File: src/design/slxed_pkg.sv
// ----------------------------------------------------------------------------
// slxed_pkg
// Shared types and constants for the SOF/length/XOR/EOF deframer.
// ----------------------------------------------------------------------------
package slxed_pkg;

    localparam int BYTE_W = 8;
    localparam int OFF_W  = 9;
    localparam int PAT_W  = 16;

    localparam logic [PAT_W-1:0] SOF_RESET = 16'hAA55;
    localparam logic [PAT_W-1:0] EOF_RESET = 16'h0D0A;

    // configuration register indexes
    localparam logic CFG_SOF = 1'b0;
    localparam logic CFG_EOF = 1'b1;

    // request and result kinds
    localparam logic REQ_PUSH  = 1'b0;
    localparam logic REQ_READ  = 1'b1;
    localparam logic KIND_FRAME = 1'b0;
    localparam logic KIND_READ  = 1'b1;

    typedef enum logic [2:0] {
        PH_HUNT,
        PH_SOF2,
        PH_TYPE,
        PH_LEN,
        PH_PAY,
        PH_CRC,
        PH_EOF1,
        PH_EOF2
    } phase_t;

    typedef enum logic [2:0] {
        ST_IDLE,
        ST_RD_OUT,
        ST_FEED,
        ST_SCAN_RD,
        ST_SCAN_FEED,
        ST_DONE
    } state_t;

    typedef struct packed {
        logic push;       // store the accepted byte
        logic read;       // start a ring read for a read request
        logic feed;       // advance the parser by one byte
        logic scan_src;   // parser byte comes from the ring read port
        logic scan_init;  // point the scan cursor two past the frame start
        logic scan_rd;    // read the ring at the scan cursor
        logic load_read;  // load read data into the output register
        logic flush;      // move the held frame result out as last of run
    } cmd_t;

    typedef struct packed {
        logic hit;        // parser byte completes a good frame
        logic mismatch;   // parser byte shows a bad EOF
        logic scan_end;   // scan cursor reached the write position
        logic out_free;   // output register can take a result this cycle
        logic pend_valid; // a frame result is held back
    } stat_t;

    typedef struct packed {
        logic              kind;
        logic [BYTE_W-1:0] frame_type;
        logic [BYTE_W-1:0] payload_length;
        logic [OFF_W-1:0]  frame_offset;
        logic [BYTE_W-1:0] read_value;
        logic              last;
    } res_t;

endpackage

File: src/design/slxed_ctrl.sv
// ----------------------------------------------------------------------------
// slxed_ctrl
// Sequencer for push, read and EOF-error rescan of the deframer.
// ----------------------------------------------------------------------------
module slxed_ctrl (
    input  logic             aclk,
    input  logic             aresetn,
    input  logic             s_tvalid,
    output logic             s_tready,
    input  logic             s_tuser,
    input  slxed_pkg::stat_t stat,
    output slxed_pkg::cmd_t  cmd
);
    import slxed_pkg::*;

    state_t state_reg;
    state_t state_next;

    always_ff @(posedge aclk) begin
        if (!aresetn) begin
            state_reg <= ST_IDLE;
        end else begin
            state_reg <= state_next;
        end
    end

    always_comb begin
        state_next = state_reg;
        cmd        = '0;
        s_tready   = 1'b0;
        case (state_reg)
            ST_IDLE: begin
                s_tready = aresetn;
                if (aresetn && s_tvalid) begin
                    if (s_tuser == REQ_READ) begin
                        cmd.read   = 1'b1;
                        state_next = ST_RD_OUT;
                    end else begin
                        cmd.push   = 1'b1;
                        state_next = ST_FEED;
                    end
                end
            end
            ST_RD_OUT: begin
                if (stat.out_free) begin
                    cmd.load_read = 1'b1;
                    state_next    = ST_IDLE;
                end
            end
            ST_FEED: begin
                // hold while a good frame has nowhere to go
                if (!stat.hit || stat.out_free) begin
                    cmd.feed = 1'b1;
                    if (stat.mismatch) begin
                        cmd.scan_init = 1'b1;
                        state_next    = ST_SCAN_RD;
                    end else begin
                        state_next = ST_IDLE;
                    end
                end
            end
            ST_SCAN_RD: begin
                if (stat.scan_end) begin
                    state_next = ST_DONE;
                end else begin
                    cmd.scan_rd = 1'b1;
                    state_next  = ST_SCAN_FEED;
                end
            end
            ST_SCAN_FEED: begin
                // parser byte comes from the ring whether or not it advances
                cmd.scan_src = 1'b1;
                if (!(stat.hit && stat.pend_valid && !stat.out_free)) begin
                    cmd.feed   = 1'b1;
                    state_next = ST_SCAN_RD;
                end
            end
            ST_DONE: begin
                if (!stat.pend_valid) begin
                    state_next = ST_IDLE;
                end else if (stat.out_free) begin
                    cmd.flush  = 1'b1;
                    state_next = ST_IDLE;
                end
            end
            default: begin
                state_next = ST_IDLE;
            end
        endcase
    end

endmodule

File: config.mk
export PLATFORM = sky130hd
export DESIGN_NAME = slxed_ctrl
export DESIGN_NICKNAME = d
export VERILOG_FILES = /design/src/design/slxed_pkg.sv /design/src/design/slxed_ctrl.sv
export SDC_FILE = /design/constraint.sdc
export NUM_CORES = 1
export LEC_CHECK = 0
export ABC_AREA = 1
export BUFFER_PORTS_ARGS = -buffer_cell sky130_fd_sc_hd__buf_4
export CAP_MARGIN = 25
export CORE_AREA = 2 2 39 41
export DETAILED_ROUTE_END_ITERATION = 6
export DIE_AREA = 0 0 41 43
export GPL_ROUTABILITY_DRIVEN = 0
export GPL_TIMING_DRIVEN = 0
export PLACE_DENSITY = 0.49
export SYNTH_ARGS = -nofsm -noshare
export SYNTH_HDL_FRONTEND = slang
export SYNTH_SLANG_ARGS = --single-unit
export TNS_END_PERCENT = 30
File: constraint.sdc
create_clock -name aclk -period 2.8 [get_ports aclk]
set_input_delay 0.42 -clock aclk [delete_from_list [all_inputs] [get_ports aclk]]
set_output_delay 0.42 -clock aclk [all_outputs]
set_load 0.02 [all_outputs]
==> summary.md <==
| Metric | Value |
|---|---|
| Total Wirelength | 873 um |
| Clock network power share | 0.411 |
| Critical-path cell list | inv_2 > nor4_1 > buf_4 |
| Clock-pin transition on the worst setup and hold timing paths | 0.04 ns |
| Die Ht | around 43 um |
| Pin slew with the least headroom to its limit | 0.243 ns |
| Area delta synth->final | 51.3% |
| Tcrit/Tclk final | 0.610 |
| Worst-path fanout max | 5 |
| Share of cells above drive strength 1 | 0.423 |
| Initial antenna violation count | 0 |
| Fillcell total | 167 |
| Yosys Warn Count | 0 |
| Number of synthesized flops with an enable pin | 0 |
| Max Transition Viols Final | 0 |
| Post-synth top area share | 0.177 |
| Most common cell in the netlist | nand2_1 |
| First-pass GRT wire length | 1440 um |
| Number of max-cap violations | 0 |
| Die ar. | 1760 um2 |
| Post-CTS setup buffer count | 0 |
| Mux share of post-synthesis cell area | 0 |
| Mapped cell area | 339 um2 |
| Main combinational cell family by area after synthesis | simple AND/OR/NAND/NOR gates |
| Post-layout min period | around 1.7 ns |
| Nets | 88 |
| H-Tree Depth | 1 |
| Register area | 60.1 um2 |
| R2R Setup Slk | 1.67 ns |
| Top cell family by delay on the critical path | flip-flops |
| Outcome | complete, no violations |
| DRC viols | 0 |
| VDD IR max | 0.168 mV |
| CTS Hold Bufs | 0 |
| PortBufs | 17 |
| Critical path type | reg -> out |
| Overflow after GRT | 0 |
| Simple-Gate Fraction of Synth Area | 0.631 |
| Iter 0 DRT Violations | 2 |
| # clock sinks | 3 |
| Antenna Violating Nets Remaining | 0 |
| Min-delay src | aresetn |
| Clock Tree Root | clkbuf_4 |
| R2r startpoint | state_reg[0] |
| Cell variety after synth | 18 |
| Crit. Startpoint | state_reg[0] |
| Pre-antenna DRT Iters | 2 |
| Worst path bufs/invs | 2 |
| Net load switching power | 0.0686 mW |
| Power per cell area | 386 nW/um2 |
| XOR/XNOR Fraction of Synth Area | 0 |
| Multi-input logic area | 238 um2 |
| Clock Latency Late Sink | between 0.2 and 0.3 ns |
| Via/cell ratio | 4.44 |
| Crit. End Element | primary output |
| Syn Nets | 66 |
| Most used DFF post-synth | dfxtp_1 |
| CTS max path bufs | 2 |
| Sequential share of the synthesized area | 0.177 |
| Comb pwr share | 0.348 |
| Data arrival, critical path | 1.29 ns |
| Area contributors post-synth | dfxtp_1, nand2_1, nor2_1 |
| Max reg flops | 3 |
| Setup TNS | 0 ns |
| Die width | 41 um |
| RSZ-0062 raised after global routing | no |
| CP Data Required Time | between 2 and 2.5 ns |
| Synth cell count leaders | nand2_1, nor2_1, nand3_1, inv_1 |
| Util after Layout | 0.371 |
| HPWL Detailed | 705 um |
| Highest Clock Rate | 585 MHz |
| Switching Share | 0.346 |
| Core Region | 1380 um2 |
| WHS | 0.468 ns |
| P_leak | 0.272 nW |
| Post-cts sizing count | 0 |
| Yosys top cell by area | dfxtp_1 |
| Final hold vios | 0 |
| CP max stage cell | dfxtp_1 |
| # rows | 14 |
| Register bit total from synthesis | 3 |
| Int Pwr | between 0.1 and 0.15 mW |
| Adder-Cell Fraction of Synth Area | 0 |
| Worst hold path class | in -> reg |
| CTS tree | built |
| Total Power | approximately 0.20 mW |
| Routed wire per std cell | 9.29 um |
| Async S/R FF share, synth | 0 |
| CTS buffer count | 3 |
| Sequential power share | 0.242 |
| Diode count | 0 |
| Cells after Synth | 57 |
| # setup viols final | 0 |
| # IOs | 18 |
| Relative slew slack | 0.837 |
| CP startpoint kind | flip-flop |
| Overall routing resource usage | 0.118 |
| Starting density of the core | 0.245 |
| Largest net degree at the start of global routing | 10 |
| Vias in the first global route | 370 |
| Clock Skew | roughly 0.0093 ns |
| Via count | 417 |
| CP peak stage delay | 0.45 ns |
| Mean Syn Cell Area | 5.95 um2 |
| Complex-gate fraction of the synthesized area | 0.0701 |
## cell families after synthesis
group	after synthesis
AND/OR/NAND/NOR	41
buffers and inverters	9
flip-flops	3
AO/OA/AOI/OAI	4
## placed cells by master (no fill, tap or decap), drive strengths merged
cell and instances:
o21ai 1, clkbuf 4, nand3 7, nor3 1, inv 8, dfxtp 3, buf 18, a31oi 1
o21a 1, nand2 14, nand4 3, nor2 15, nor4 1, a21oi 1
## worst paths after layout
| kind | to | depth (start not counted) |
|---|---|---|
| worst min register to register | state_reg[2] | 2 |
| worst max-delay path | cmd[0] | 3 |
| worst min-delay path | state_reg[0] | 3 |
| worst max register to register | state_reg[0] | 7 |
## worst reg2reg max path: cells and delay by family, from the launching register on
family	cells	cell delay, ns
flops	1	0.45
simple gates	6	0.46
buf+inv	1	0.11
## power by group through the flow
stage / Combinational [mW] / Sequential (mW) / Clock, mW
global placement: 0.0699 / 0.0487 / 0
CTS: 0.0697 / 0.0480 / 0.0820
global route: 0.0778 / 0.0483 / 0.0841
floorplan: 0.0466 / 0.0482 / 0
finish: 0.0689 / 0.0479 / 0.0814
detailed placement: 0.0693 / 0.0487 / 0
## per-layer routing
layer | GRT usage | wire, um
met1 | 0.160 | 405
met2 | 0.175 | 367
met3 | 0.0157 | 78
met4 | 0.0600 | 22
met5 | 0 | 0
## layout make-up
class                           instances  share of cell area
Multi-Input combinational cell         45               0.463
Timing Repair Buffer                   17               0.249
Sequential cell                         3               0.117
Inverter                                8              0.0585
Clock buffer                            4              0.0512
Tap cell                               16              0.0390
Buffer                                  1              0.0220
## stage by stage
step	cells	setup WS (ns)	instance area, um2
floorplan	57	1.15	339
global placement	90	1.25	487
detailed placement	90	1.27	487
CTS	94	1.09	513
global route	94	0.979	513
finish	94	1.09	513
Power figures use the tool's default switching activity.
